$ cat config.mk
export PLATFORM = sky130hd
export DESIGN_NAME = virtual_segment_decoder
export DESIGN_NICKNAME = d
export VERILOG_FILES = /design/src/rtl/vsd_pkg.sv /design/src/rtl/vsd_decode.sv /design/src/rtl/virtual_segment_decoder.sv
export SDC_FILE = /design/constraint.sdc
export NUM_CORES = 1
export LEC_CHECK = 0
export BUFFER_PORTS_ARGS = -buffer_cell sky130_fd_sc_hd__buf_2
export CORE_ASPECT_RATIO = 0.5
export CORE_MARGIN = 4
export CORE_UTILIZATION = 40
export DETAILED_ROUTE_END_ITERATION = 8
export GPL_TIMING_DRIVEN = 0
export PLACE_DENSITY = 0.63
export SETUP_SLACK_MARGIN = 0.02
export SLEW_MARGIN = 20
export SYNTH_ARGS = -nofsm -noshare
export SYNTH_HDL_FRONTEND = slang
export SYNTH_HIERARCHICAL = 1
export SYNTH_SLANG_ARGS = --single-unit
$ cat constraint.sdc
create_clock -name clock -period 5.9 [get_ports clock]
set_input_delay 1.18 -clock clock [delete_from_list [all_inputs] [get_ports clock]]
set_output_delay 1.18 -clock clock [all_outputs]
set_load 0.03 [all_outputs]
$ cat src/rtl/vsd_pkg.sv
// Shared types and constants for the virtual segment decoder.
// No dependencies; imported by vsd_decode and virtual_segment_decoder.
`timescale 1ns / 1ps

package vsd_pkg;

   localparam int unsigned PHYS_ADDR_BITS_DEFAULT = 36;
   localparam int unsigned VADDR_BITS             = 64;

   localparam logic [VADDR_BITS-1:0] SEG_MASK_RESET = 64'h0000_00FF_FFFF_FFFF;

   // privilege mode codes; the unused code decodes as kernel
   localparam logic [1:0] MODE_KERNEL = 2'd0;
   localparam logic [1:0] MODE_SUPER  = 2'd1;
   localparam logic [1:0] MODE_USER   = 2'd2;

   // status flag bit positions
   localparam int unsigned FLAG_ERL = 0;
   localparam int unsigned FLAG_UX  = 1;
   localparam int unsigned FLAG_SX  = 2;
   localparam int unsigned FLAG_KX  = 3;

   // top two address bits select the extended region
   localparam logic [1:0] REGION_XUSEG  = 2'b00;
   localparam logic [1:0] REGION_XSSEG  = 2'b01;
   localparam logic [1:0] REGION_XKPHYS = 2'b10;
   localparam logic [1:0] REGION_XKSEG  = 2'b11;

   // bits 30:29 select the 512 MB window inside the top 2 GB
   localparam logic [1:0] WIN_KSEG0 = 2'b00;
   localparam logic [1:0] WIN_KSEG1 = 2'b01;
   localparam logic [1:0] WIN_SSEG  = 2'b10;
   localparam logic [1:0] WIN_KSEG3 = 2'b11;

   typedef enum logic [1:0] {
      OUT_DIRECT = 2'd0,
      OUT_LOOKUP = 2'd1,
      OUT_BAD    = 2'd2
   } outcome_type;

   typedef struct packed {
      logic erl;
      logic ux;
      logic sx;
      logic kx;
      logic kernel;
      logic super_ok;   // kernel or supervisor
   } priv_flags_type;

endpackage

$ cat src/rtl/vsd_decode.sv
// Segment decode: sorts one registered address into its segment and forms
// the outcome and physical address. Depends on vsd_pkg.
`timescale 1ns / 1ps

module vsd_decode
   import vsd_pkg::*;
#(
   parameter int unsigned PHYS_ADDR_BITS = PHYS_ADDR_BITS_DEFAULT
) (
   input  logic [VADDR_BITS-1:0]     vaddr,
   input  priv_flags_type            acc,
   input  logic [VADDR_BITS-1:0]     seg_mask,
   output outcome_type               outcome,
   output logic [PHYS_ADDR_BITS-1:0] phys_addr
);

   logic        in_useg;
   logic        in_top2g;
   logic        xseg_fits;   // offset within the implemented extended size
   logic        xkphys_fits;
   outcome_type outc;
   logic [PHYS_ADDR_BITS-1:0] pa;

   assign in_useg     = (vaddr[63:31] == '0);
   assign in_top2g    = (vaddr[63:31] == '1);
   assign xseg_fits   = (vaddr[61:0] <= seg_mask[61:0]);
   assign xkphys_fits = (vaddr[58:PHYS_ADDR_BITS] == '0);

   always_comb begin
      outc = OUT_BAD;
      pa   = '0;
      if (in_useg) begin
         if (acc.erl) begin
            outc     = OUT_DIRECT;
            pa[31:0] = vaddr[31:0];
         end else begin
            outc = OUT_LOOKUP;
         end
      end else if (in_top2g) begin
         case (vaddr[30:29])
            WIN_KSEG0, WIN_KSEG1: begin
               if (acc.kernel) begin
                  outc     = OUT_DIRECT;
                  pa[28:0] = vaddr[28:0];
               end
            end
            WIN_SSEG: begin
               if (acc.super_ok) outc = OUT_LOOKUP;
            end
            default: begin
               if (acc.kernel) outc = OUT_LOOKUP;
            end
         endcase
      end else begin
         case (vaddr[63:62])
            REGION_XUSEG: begin
               if (acc.ux && xseg_fits) outc = OUT_LOOKUP;
            end
            REGION_XSSEG: begin
               if (acc.super_ok && acc.sx && xseg_fits) outc = OUT_LOOKUP;
            end
            REGION_XKPHYS: begin
               if (acc.kernel && acc.kx && xkphys_fits) begin
                  outc = OUT_DIRECT;
                  pa   = vaddr[PHYS_ADDR_BITS-1:0];
               end
            end
            default: begin
               if (acc.kernel && acc.kx && xseg_fits) outc = OUT_LOOKUP;
            end
         endcase
      end
   end

   assign outcome   = outc;
   assign phys_addr = pa;

endmodule

$ cat src/rtl/virtual_segment_decoder.sv
// Virtual segment decoder: each transfer carries a 64-bit virtual address,
// the privilege mode and status flags; the result tells whether the address
// is direct mapped (with its physical address and read/write grant), needs a
// translation lookup, or is bad. The block takes one address every cycle while
// the result is not stalled. The decode runs while the item sits in the input
// register, and its outcome is then captured in the result register, from
// which it transfers; a stalled result holds both stages.
// The segment mask is written through csr_wr_en/csr_wr_data and should only
// change while idle.
// Depends on vsd_pkg and vsd_decode.
`timescale 1ns / 1ps

module virtual_segment_decoder
   import vsd_pkg::*;
#(
   parameter int unsigned PHYS_ADDR_BITS = PHYS_ADDR_BITS_DEFAULT
) (
   input  logic                      clock,
   input  logic                      reset,

   input  logic                      csr_wr_en,
   input  logic [VADDR_BITS-1:0]     csr_wr_data,

   input  logic                      req_valid,
   output logic                      req_stall,
   input  logic [VADDR_BITS-1:0]     req_virtual_address,
   input  logic [1:0]                req_privilege_mode,
   input  logic [3:0]                req_status_flags,

   output logic                      rsp_valid,
   input  logic                      rsp_stall,
   output logic [1:0]                rsp_outcome,
   output logic [PHYS_ADDR_BITS-1:0] rsp_physical_address,
   output logic                      rsp_read_write_allowed
);

   logic [VADDR_BITS-1:0] seg_mask_ff;

   logic                  s1_valid_ff, s1_valid_in;
   logic [VADDR_BITS-1:0] s1_vaddr_ff;
   priv_flags_type        s1_acc_ff, s1_acc_in;

   logic                      rsp_valid_ff, rsp_valid_in;
   outcome_type               rsp_outcome_ff;
   logic [PHYS_ADDR_BITS-1:0] rsp_pa_ff;

   outcome_type               dec_outcome;
   logic [PHYS_ADDR_BITS-1:0] dec_pa;

   logic rsp_ld;
   logic s1_ld;
   logic req_xfer;

   // each stage loads when empty or when its contents move on
   assign rsp_ld   = !rsp_valid_ff || !rsp_stall;
   assign s1_ld    = !s1_valid_ff || rsp_ld;
   assign req_stall = !s1_ld;
   assign req_xfer = req_valid && s1_ld;

   always_comb begin
      s1_acc_in.erl      = req_status_flags[FLAG_ERL];
      s1_acc_in.ux       = req_status_flags[FLAG_UX];
      s1_acc_in.sx       = req_status_flags[FLAG_SX];
      s1_acc_in.kx       = req_status_flags[FLAG_KX];
      s1_acc_in.kernel   = (req_privilege_mode != MODE_USER) &&
                           (req_privilege_mode != MODE_SUPER);
      s1_acc_in.super_ok = (req_privilege_mode != MODE_USER);
   end

   assign s1_valid_in  = s1_ld ? req_valid : s1_valid_ff;
   assign rsp_valid_in = rsp_ld ? s1_valid_ff : rsp_valid_ff;

   always_ff @(posedge clock) begin
      if (reset) begin
         seg_mask_ff  <= SEG_MASK_RESET;
         s1_valid_ff  <= 1'b0;
         rsp_valid_ff <= 1'b0;
      end else begin
         if (csr_wr_en) seg_mask_ff <= csr_wr_data;
         s1_valid_ff  <= s1_valid_in;
         rsp_valid_ff <= rsp_valid_in;
      end
   end

   always_ff @(posedge clock) begin
      if (req_xfer) begin
         s1_vaddr_ff <= req_virtual_address;
         s1_acc_ff   <= s1_acc_in;
      end
      if (rsp_ld && s1_valid_ff) begin
         rsp_outcome_ff <= dec_outcome;
         rsp_pa_ff      <= dec_pa;
      end
   end

   vsd_decode #(
      .PHYS_ADDR_BITS (PHYS_ADDR_BITS)
   ) u_decode (
      .vaddr     (s1_vaddr_ff),
      .acc       (s1_acc_ff),
      .seg_mask  (seg_mask_ff),
      .outcome   (dec_outcome),
      .phys_addr (dec_pa)
   );

   assign rsp_valid              = rsp_valid_ff;
   assign rsp_outcome            = rsp_outcome_ff;
   assign rsp_physical_address   = rsp_pa_ff;
   assign rsp_read_write_allowed = (rsp_outcome_ff == OUT_DIRECT);

   a_req_fills_s1: assert property (@(posedge clock) disable iff (reset)
      req_xfer |=> s1_valid_ff)
      else $error("accepted request did not reach input stage");

   a_s1_moves: assert property (@(posedge clock) disable iff (reset)
      s1_valid_ff && rsp_ld |=> rsp_valid_ff)
      else $error("input stage item lost before result register");

   a_pa_zero: assert property (@(posedge clock) disable iff (reset)
      rsp_valid_ff && (rsp_outcome_ff != OUT_DIRECT) |-> (rsp_pa_ff == '0))
      else $error("physical address set on a non-direct result");

   a_no_accept_full: assert property (@(posedge clock) disable iff (reset)
      s1_valid_ff && rsp_valid_ff && rsp_stall |-> req_stall)
      else $error("request taken while both stages are held");

endmodule

## Yosys cells after proc, flatten, opt, wreduce, memory -nomap -nowiden

Index checks and enable logic that the tools add are counted.

- Register bits after elaboration: 172
- Input bits: 139
- Logic and storage cells: 65

- Order comparisons: 1
- Equality and inequality tests: 7
- Multiplexer cells: 20
- Bitwise logic cells: 2
- Reductions and logical operators: 22

Operators by type and width:

| kind | count |
|---|---|
| $mux 32 | 4 |
| $mux 29 | 3 |
| $le 62x62->1 | 1 |
| $eq 33x33->1 const B | 1 |
| $logic_not 33->1 | 1 |
| $logic_not 23->1 | 1 |
| $mux 2 | 9 |
| $logic_and 1x1->1 | 9 |
| $logic_not 2->1 | 3 |
| $pmux 2 s3 | 1 |
| $eq 2x1->1 const B | 2 |
| $eq 2x2->1 const B | 2 |
| $logic_not 1->1 | 4 |
| $pmux 2 s2 | 1 |
| $reduce_or 4->1 | 1 |
| $mux 3 | 1 |
| $logic_or 1x1->1 | 2 |
| $ne 2x1->1 const B | 1 |
| $ne 2x2->1 const B | 1 |
| $not 1->1 | 2 |
| $reduce_or 2->1 | 1 |
| $mux 1 | 1 |

## Depth between registers and ports, before layout

Gate-level depths: netlist (run 1).

- Word-level depth: 6
- Mapped depth: 9

## Modules after synthesis

Netlist (run 1), hierarchy kept.

By module, submodules not included:

| module | times used | cells an instance | area an instance (um^2) |
|---|---|---|---|
| virtual_segment_decoder | 1 | 332 | 5667.9 |
| vsd_decode | 1 | 329 | 2223.4 |

## Worst setup path before layout (run 1)

OpenSTA, ideal clock, no wires.

- Path type: in2reg
- Start point: input port rsp_stall
- End point: register s1_acc_ff[0] in the netlist's numbering, enable pin
- Data arrival time: 4.381 ns
- Required time: 5.401 ns
- Setup slack: 1.020 ns
- Stages: 3
- Cell sequence: nand3_1 > inv_1 > nor2_1

- Cells in the longest elaborated chain, start to end: 4

RTL lines:

| item | RTL line | source |
|---|---|---|
| from (decl) | virtual_segment_decoder.sv:31 | `input logic rsp_stall,` |
| $logic_not 1->1 | virtual_segment_decoder.sv:55 | `assign rsp_ld = !rsp_valid_ff \|\| !rsp_stall;` |
| $logic_or 1x1->1 | virtual_segment_decoder.sv:55 |  |
| $logic_or 1x1->1 | virtual_segment_decoder.sv:56 | `assign s1_ld = !s1_valid_ff \|\| rsp_ld;` |
| $logic_and 1x1->1 | virtual_segment_decoder.sv:58 | `assign req_xfer = req_valid && s1_ld;` |
| net req_xfer | virtual_segment_decoder.sv:52 | `logic req_xfer;` |
| to (signal assigned) | virtual_segment_decoder.sv:88 | `s1_acc_ff <= s1_acc_in;` |
| to (decl) | virtual_segment_decoder.sv:41 | `priv_flags_type s1_acc_ff, s1_acc_in;` |

The timed path passes the listed nets, and every way through them passes these cells.
A chain may end at the register's enable or synchronous reset.

## Final worst setup path (run 1)

- Start point: input port rsp_stall
- End point: output port req_stall

- Cells in the longest elaborated chain, start to end: 4

RTL lines:

| item | RTL line | source |
|---|---|---|
| $logic_not 1->1 | virtual_segment_decoder.sv:55 |  |
| $logic_or 1x1->1 | virtual_segment_decoder.sv:55 |  |
| $logic_or 1x1->1 | virtual_segment_decoder.sv:56 |  |
| $logic_not 1->1 | virtual_segment_decoder.sv:57 | `assign req_stall = !s1_ld;` |
| to (decl) | virtual_segment_decoder.sv:25 | `output logic req_stall,` |

No other way between the ends.

==> impl_metrics.xml, run 1 <==
<?xml version="1.0" encoding="UTF-8"?>
<metrics>
  <group name="routing">
    <metric name="drt.antenna.violating_nets" unit="">0</metric>
    <metric name="drc" unit="">0</metric>
    <metric name="vias_per_cell" unit="">4.891</metric>
    <metric name="drt_first_pass_iters" unit="">4</metric>
    <metric name="wl_per_cell" unit="um">17.04</metric>
    <metric name="drt_iter0_markers" unit="">199</metric>
    <metric name="num_vias" unit="">5502</metric>
    <metric name="wl" unit="mm">19.18</metric>
  </group>
  <group name="hold_path">
    <metric name="timing.hold.worst_path_depth" unit="">2</metric>
    <metric name="hold_class" unit="">flop to flop</metric>
    <metric name="worst_hold_endpoint" unit="">seg_mask_ff[42]</metric>
    <metric name="min-delay-start" unit="">seg_mask_ff[42]</metric>
  </group>
  <group name="die">
    <metric name="die_width" unit="um">205.8</metric>
    <metric name="die-height" unit="um">106.9</metric>
    <metric name="placement_rows" unit="">35</metric>
    <metric name="num_io_pins" unit="">180</metric>
    <metric name="start_util" unit="">0.4165</metric>
    <metric name="die_area" unit="um^2">22000</metric>
    <metric name="area_inside_the_core_boundary" unit="um^2">18790</metric>
  </group>
  <group name="worst_setup_path">
    <metric name="start_kind" unit="">input pin</metric>
    <metric name="timing.critical_path.slowest_cell_delay" unit="ns">0.21</metric>
    <metric name="worst_setup_path_end_kind" unit="">output pin</metric>
    <metric name="timing.critical_path.mode_cell" unit="">buf_2</metric>
    <metric name="path_cells" unit="">buf_2 -&gt; nand3_1 -&gt; inv_1 -&gt; buf_2</metric>
    <metric name="critical_path_arrival" unit="ns">1.75</metric>
    <metric name="timing.critical_path.slowest_stage_cell" unit="">buf_2</metric>
    <metric name="worst_r2r_path_depth" unit="">8</metric>
    <metric name="worstSetupPathType" unit="">input pin to output pin</metric>
    <metric name="crit_path_max_fanout" unit="">3</metric>
    <metric name="worst_ep_required_time" unit="ns">4.72</metric>
    <metric name="timing.rr.start" unit="">s1_vaddr_ff[61]</metric>
    <metric name="rr_endpoint" unit="">rsp_outcome[0]</metric>
    <metric name="reg2reg_setup_slack" unit="ns">3.06</metric>
  </group>
  <group name="power">
    <metric name="power.ir.vdd_worst" unit="uV">219.2</metric>
    <metric name="static-leakage-power" unit="nW">4.323</metric>
    <metric name="cellPowerDensity" unit="nW/um^2">293.3</metric>
  </group>
  <group name="clock_network">
    <metric name="cts_resized" unit="">0</metric>
    <metric name="ctsHoldBuffers" unit="">0</metric>
    <metric name="number_of_cts_inserted_buffers" unit="">17</metric>
    <metric name="cts_htree_levels" unit="">4</metric>
    <metric name="clockRootBuffer" unit="">clkbuf_16</metric>
    <metric name="clock_path_buffers" unit="">2</metric>
    <metric name="clock_tree_from_tritoncts" unit="">done</metric>
    <metric name="clk_pin_slew_worst_paths" unit="ns">0.07</metric>
    <metric name="clkSinkCount" unit="">172</metric>
    <metric name="clk_latency" unit="ns">0.42</metric>
    <metric name="cts.repair_timing.setup_buffer_count" unit="">0</metric>
  </group>
  <group name="sta">
    <metric name="final.setup.tns" unit="ns">0</metric>
    <metric name="finalCritPeriodShare" unit="">0.4961</metric>
    <metric name="setup_viol_count_final" unit="">0</metric>
    <metric name="worstMarginPinSlew" unit="ns">0.7816</metric>
    <metric name="final_hold_vios" unit="">0</metric>
    <metric name="layout_min_cycle_time" unit="ns">2.927</metric>
    <metric name="post-route-worst-setup-slack" unit="ns">2.973</metric>
    <metric name="grt_setup_unrepaired" unit="">no</metric>
    <metric name="final_max_slew_viol_count" unit="">0</metric>
    <metric name="slew_headroom" unit="">0.4777</metric>
    <metric name="fin_worst_skew" unit="ns">0.01099</metric>
    <metric name="hold_ws" unit="ns">0.4937</metric>
    <metric name="achievable-frequency" unit="GHz">0.3417</metric>
  </group>
  <group name="placed_design">
    <metric name="place_hpwl" unit="mm">14.87</metric>
    <metric name="finalWeightedCongestion" unit="">0.8328</metric>
    <metric name="numPortBuffers" unit="">175</metric>
    <metric name="pre_cts_slack" unit="ns">2.975</metric>
    <metric name="placed_cells_incl_taps" unit="">1093</metric>
  </group>
  <group name="layout">
    <metric name="nets" unit="">1055</metric>
    <metric name="multiInputGateArea" unit="um^2">2924</metric>
    <metric name="fillers" unit="">1691</metric>
    <metric name="commonest_cells_after_routing_fill_and_taps_aside" unit="">buf_2 (187), edfxtp_1 (108), inv_1 (67)</metric>
    <metric name="antennaDiodeCount" unit="">0</metric>
    <metric name="layout.cells.non_filler" unit="">1125</metric>
    <metric name="drive_gt1_frac" unit="">0.2760</metric>
    <metric name="layout.cells.most_common" unit="">buf_2</metric>
    <metric name="regArea" unit="um^2">4524</metric>
    <metric name="flow.area_growth_from_synthesis" unit="%">24.47</metric>
  </group>
  <group name="global_routing">
    <metric name="groute.layer.met3.usage" unit="">0.03687</metric>
    <metric name="grt_first_pass_wirelength" unit="mm">29.60</metric>
    <metric name="grt_busiest_layer" unit="">met2</metric>
    <metric name="globalRouteOverflowTotal" unit="">0</metric>
    <metric name="first_global_vias" unit="">5644</metric>
    <metric name="grt.met2_usage" unit="">0.2823</metric>
    <metric name="gr-usage-all-layers" unit="">0.1758</metric>
    <metric name="grt_start_max_net_pins" unit="">27</metric>
    <metric name="globalRouteMet1Util" unit="">0.2444</metric>
    <metric name="initial_antenna_violation_count" unit="">0</metric>
  </group>
  <group name="synth">
    <metric name="yosysWarningCount" unit="">6</metric>
    <metric name="mappedNetlistArea" unit="um^2">7824</metric>
    <metric name="synth_cells" unit="">655</metric>
    <metric name="postSynthNetCount" unit="">857</metric>
    <metric name="synthesis.area_per_instance" unit="um^2">11.94</metric>
  </group>
  <group name="run">
    <metric name="maxCapViolCount" unit="">0</metric>
  </group>
  <group name="run_status">
    <metric name="outcome" unit="">finished clean</metric>
  </group>
</metrics>
## critical path: cells and delay by family
| family | cells | cell delay [ns] |
|---|---|---|
| buffers and inverters | 3 | 0.47 |
| AND/OR/NAND/NOR | 1 | 0.10 |
## metal layers
layer / part of all wire / up-vias
li1: - / 2751
met1: 0.47 / 2618
met2: 0.47 / 119
met3: 0.043 / 14
met4: 0.011 / 0
met5: 0 / -
## through the flow
| step | power, mW | utilization | instance area, um^2 |
|---|---|---|---|
| floorplan | 1.602 | - | 7824 |
| global placement | 1.715 | 0.4803 | 9024 |
| detailed placement | 1.730 | 0.4864 | 9138 |
| CTS | 2.889 | 0.5183 | 9738 |
| global route | 2.989 | 0.5183 | 9738 |
| finish | 2.856 | 0.5183 | 9738 |
## how the worst max path moves through the flow
stage                                from                        to  slack, ns  cells after the start
after floorplan                 rsp_stall              s1_acc_ff[0]       1.02                      3
after global placement          rsp_stall  rsp_physical_address[11]      -0.64                      2
after detailed placement        rsp_stall                 req_stall       2.98                      4
after CTS                       rsp_stall                 req_stall       2.97                      4
after global routing      s1_vaddr_ff[61]            rsp_outcome[1]       2.87                      8
final                           rsp_stall                 req_stall       2.97                      4
## registers in the layout, indices dropped and copies added, names as in the netlist
name and flops:
s1_vaddr_ff 64, rsp_outcome 2, rsp_physical_address 36, seg_mask_ff 62, rsp_valid 1, s1_valid_ff 1
s1_acc_ff 6
## layout make-up
| cell class | count | area share |
|---|---|---|
| Clock inverter | 14 | 0.01760 |
| Clock buffer | 18 | 0.04407 |
| Tap cell | 259 | 0.03328 |
| Buffer | 22 | 0.01465 |
| Timing Repair Buffer | 179 | 0.09970 |
| Multi-Input combinational cell | 394 | 0.3003 |
| Inverter | 67 | 0.02583 |
| Sequential cell | 172 | 0.4646 |
## where the power goes
| group | leakage, nW | total [mW] | internal (mW) | switching (mW) |
|---|---|---|---|---|
| Sequential | 1.55 | 1.39 | 1.35 | 0.0394 |
| Combinational | 2.49 | 0.312 | 0.139 | 0.173 |
| Clock | 0.287 | 1.15 | 0.669 | 0.484 |
| Total | 4.32 | 2.86 | 2.16 | 0.696 |
No activity file was read; power rests on OpenSTA's default activity.
==> run 2: changes to the inputs <==
- clock period: 5.9 -> 3.05 ns (I/O delays scaled with it)
==> run 2 against run 1 <==
  * Register-to-register slack got worse by 2.8 ns
  * Largest cell class unchanged
  * Largest power group unchanged
  * Worst setup slack got worse by 2.7 ns
  * Sequential share of layout area increased by 0.090 points
  * Wire length decreased by 1.0%
  * Final area decreased by 0.19%
  * Non-clock buffer count unchanged
==> impl_metrics.xml, run 2 (synthesis gave the netlist of run 1 again) <==
<?xml version="1.0" encoding="UTF-8"?>
<metrics>
  <group name="sta">
    <metric name="worstMarginPinSlew" unit="ns">0.6859</metric>
    <metric name="finalCritPeriodShare" unit="">0.9102</metric>
    <metric name="final.setup.tns" unit="ns">0</metric>
    <metric name="setup_viol_count_final" unit="">0</metric>
    <metric name="fin_worst_skew" unit="ns">0.01205</metric>
    <metric name="final_hold_vios" unit="">0</metric>
    <metric name="final_max_slew_viol_count" unit="">0</metric>
    <metric name="slew_headroom" unit="">0.5416</metric>
    <metric name="achievable-frequency" unit="GHz">0.3602</metric>
    <metric name="grt_setup_unrepaired" unit="">no</metric>
    <metric name="layout_min_cycle_time" unit="ns">2.776</metric>
    <metric name="hold_ws" unit="ns">0.3558</metric>
  </group>
  <group name="global_routing">
    <metric name="first_global_vias" unit="">5512</metric>
    <metric name="grt_start_max_net_pins" unit="">26</metric>
    <metric name="gr-usage-all-layers" unit="">0.1736</metric>
    <metric name="grt_first_pass_wirelength" unit="mm">29.04</metric>
    <metric name="initial_antenna_violation_count" unit="">0</metric>
    <metric name="globalRouteOverflowTotal" unit="">0</metric>
  </group>
  <group name="layout">
    <metric name="antennaDiodeCount" unit="">0</metric>
    <metric name="commonest_cells_after_routing_fill_and_taps_aside" unit="">buf_2 (187), edfxtp_1 (108), inv_1 (67)</metric>
    <metric name="layout.cells.non_filler" unit="">1125</metric>
    <metric name="flow.area_growth_from_synthesis" unit="%">24.23</metric>
    <metric name="max_flop_register" unit="">s1_vaddr_ff</metric>
    <metric name="drive_gt1_frac" unit="">0.2748</metric>
    <metric name="largest_reg_flops" unit="">64</metric>
    <metric name="layout.core_utilization" unit="">0.5173</metric>
    <metric name="nets" unit="">1055</metric>
    <metric name="layout.cells.most_common" unit="">buf_2</metric>
  </group>
  <group name="routing">
    <metric name="drt_first_pass_iters" unit="">4</metric>
    <metric name="drt.antenna.violating_nets" unit="">0</metric>
    <metric name="num_vias" unit="">5538</metric>
    <metric name="wl" unit="mm">18.98</metric>
    <metric name="drt_iter0_markers" unit="">223</metric>
    <metric name="drc" unit="">0</metric>
    <metric name="vias_per_cell" unit="">4.923</metric>
    <metric name="wl_per_cell" unit="um">16.87</metric>
  </group>
  <group name="worst_setup_path">
    <metric name="worst_setup_path_end_kind" unit="">flop</metric>
    <metric name="critical_path_arrival" unit="ns">2.94</metric>
    <metric name="crit_path_start" unit="">s1_vaddr_ff[60]</metric>
    <metric name="start_kind" unit="">flop</metric>
    <metric name="timing.rr.start" unit="">s1_vaddr_ff[60]</metric>
    <metric name="worstSetupPathType" unit="">flop to flop</metric>
    <metric name="worst_ep_required_time" unit="ns">3.22</metric>
    <metric name="reg2reg_setup_slack" unit="ns">0.27</metric>
    <metric name="crit_path_max_fanout" unit="">5</metric>
  </group>
  <group name="clock_network">
    <metric name="cts_htree_levels" unit="">4</metric>
    <metric name="clock_path_buffers" unit="">2</metric>
    <metric name="clock_tree_from_tritoncts" unit="">done</metric>
    <metric name="number_of_cts_inserted_buffers" unit="">17</metric>
    <metric name="cts.repair_timing.setup_buffer_count" unit="">0</metric>
    <metric name="clk_pin_slew_worst_paths" unit="ns">0.07</metric>
    <metric name="clkSinkCount" unit="">172</metric>
    <metric name="ctsHoldBuffers" unit="">0</metric>
    <metric name="clk_latency" unit="ns">0.42</metric>
    <metric name="cts_resized" unit="">0</metric>
    <metric name="clockRootBuffer" unit="">clkbuf_16</metric>
  </group>
  <group name="die">
    <metric name="start_util" unit="">0.4165</metric>
    <metric name="die_width" unit="um">205.8</metric>
    <metric name="placement_rows" unit="">35</metric>
    <metric name="area_inside_the_core_boundary" unit="um^2">18790</metric>
    <metric name="die_area" unit="um^2">22000</metric>
    <metric name="die-height" unit="um">106.9</metric>
    <metric name="num_io_pins" unit="">180</metric>
  </group>
  <group name="placed_design">
    <metric name="place_hpwl" unit="mm">14.60</metric>
    <metric name="placed_cells_incl_taps" unit="">1093</metric>
    <metric name="finalWeightedCongestion" unit="">0.8157</metric>
    <metric name="numPortBuffers" unit="">175</metric>
  </group>
  <group name="run">
    <metric name="maxCapViolCount" unit="">0</metric>
  </group>
  <group name="power">
    <metric name="power.ir.vdd_worst" unit="uV">344.5</metric>
    <metric name="static-leakage-power" unit="nW">4.332</metric>
    <metric name="cellPowerDensity" unit="nW/um^2">558.9</metric>
  </group>
  <group name="run_status">
    <metric name="outcome" unit="">finished clean</metric>
  </group>
  <group name="hold_path">
    <metric name="hold_class" unit="">input pin to flop</metric>
    <metric name="min-delay-start" unit="">req_virtual_address[33]</metric>
  </group>
</metrics>
run 2: cell types whose count changed in the layout (fill, tap and decap cells not counted), sizes merged:
cell and delta:
bufinv -1, clkinvlp -2, clkinv +1, inv +2
run 2: critical path: stages, from the launching register on:
cell and delay [ns]:
edfxtp_1 0.48, ha_1 0.36, nand4_1 0.25, nor4_4 0.47, nand2_1 0.13, nor4_1 0.52, o211ai_1 0.18, nand2_1 0.09
a211oi_1 0.05
run 2: final timing paths:
path	cells after the start	end
max	8	rsp_outcome[1]
min	1	s1_vaddr_ff[33]
max reg2reg	8	rsp_outcome[1]
min reg2reg	2	seg_mask_ff[48]
run 2: final cells by class:
class / count / area [um^2]
multi-input cells: 394 / 2933
repair buffers: 179 / 970.9
clock inverters: 14 / 143.9
plain buffers: 22 / 142.6
clock buffers: 18 / 429.2
flip-flops and latches: 172 / 4524
inverters: 67 / 251.5
fillers: 1664 / 9067
well taps: 259 / 324.1
run 2: layer usage:
layer	vias to the layer above	global-route usage	share of wire
li1	2752	-	-
met1	2650	0.2344	0.47
met2	124	0.2841	0.48
met3	12	0.04352	0.049
met4	0	0.03985	0.0084
met5	-	0	0
run 2: metrics by stage:
stage | total power, mW | area (um^2) | setup WS (ns)
after floorplan | 3.096 | 7831 | 0.1516
after global placement | 3.312 | 9031 | -1.221
after detailed placement | 3.346 | 9138 | 0.2104
after CTS | 5.498 | 9711 | 0.1918
after global routing | 5.683 | 9719 | 0.09383
final | 5.432 | 9719 | 0.2738
run 2: report_power, final:
group          total (mW)  internal, mW  switching [mW]
Combinational       0.604         0.269           0.335
Clock                2.14          1.21           0.926
Sequential           2.69          2.62          0.0756
Total                5.43          4.10            1.34
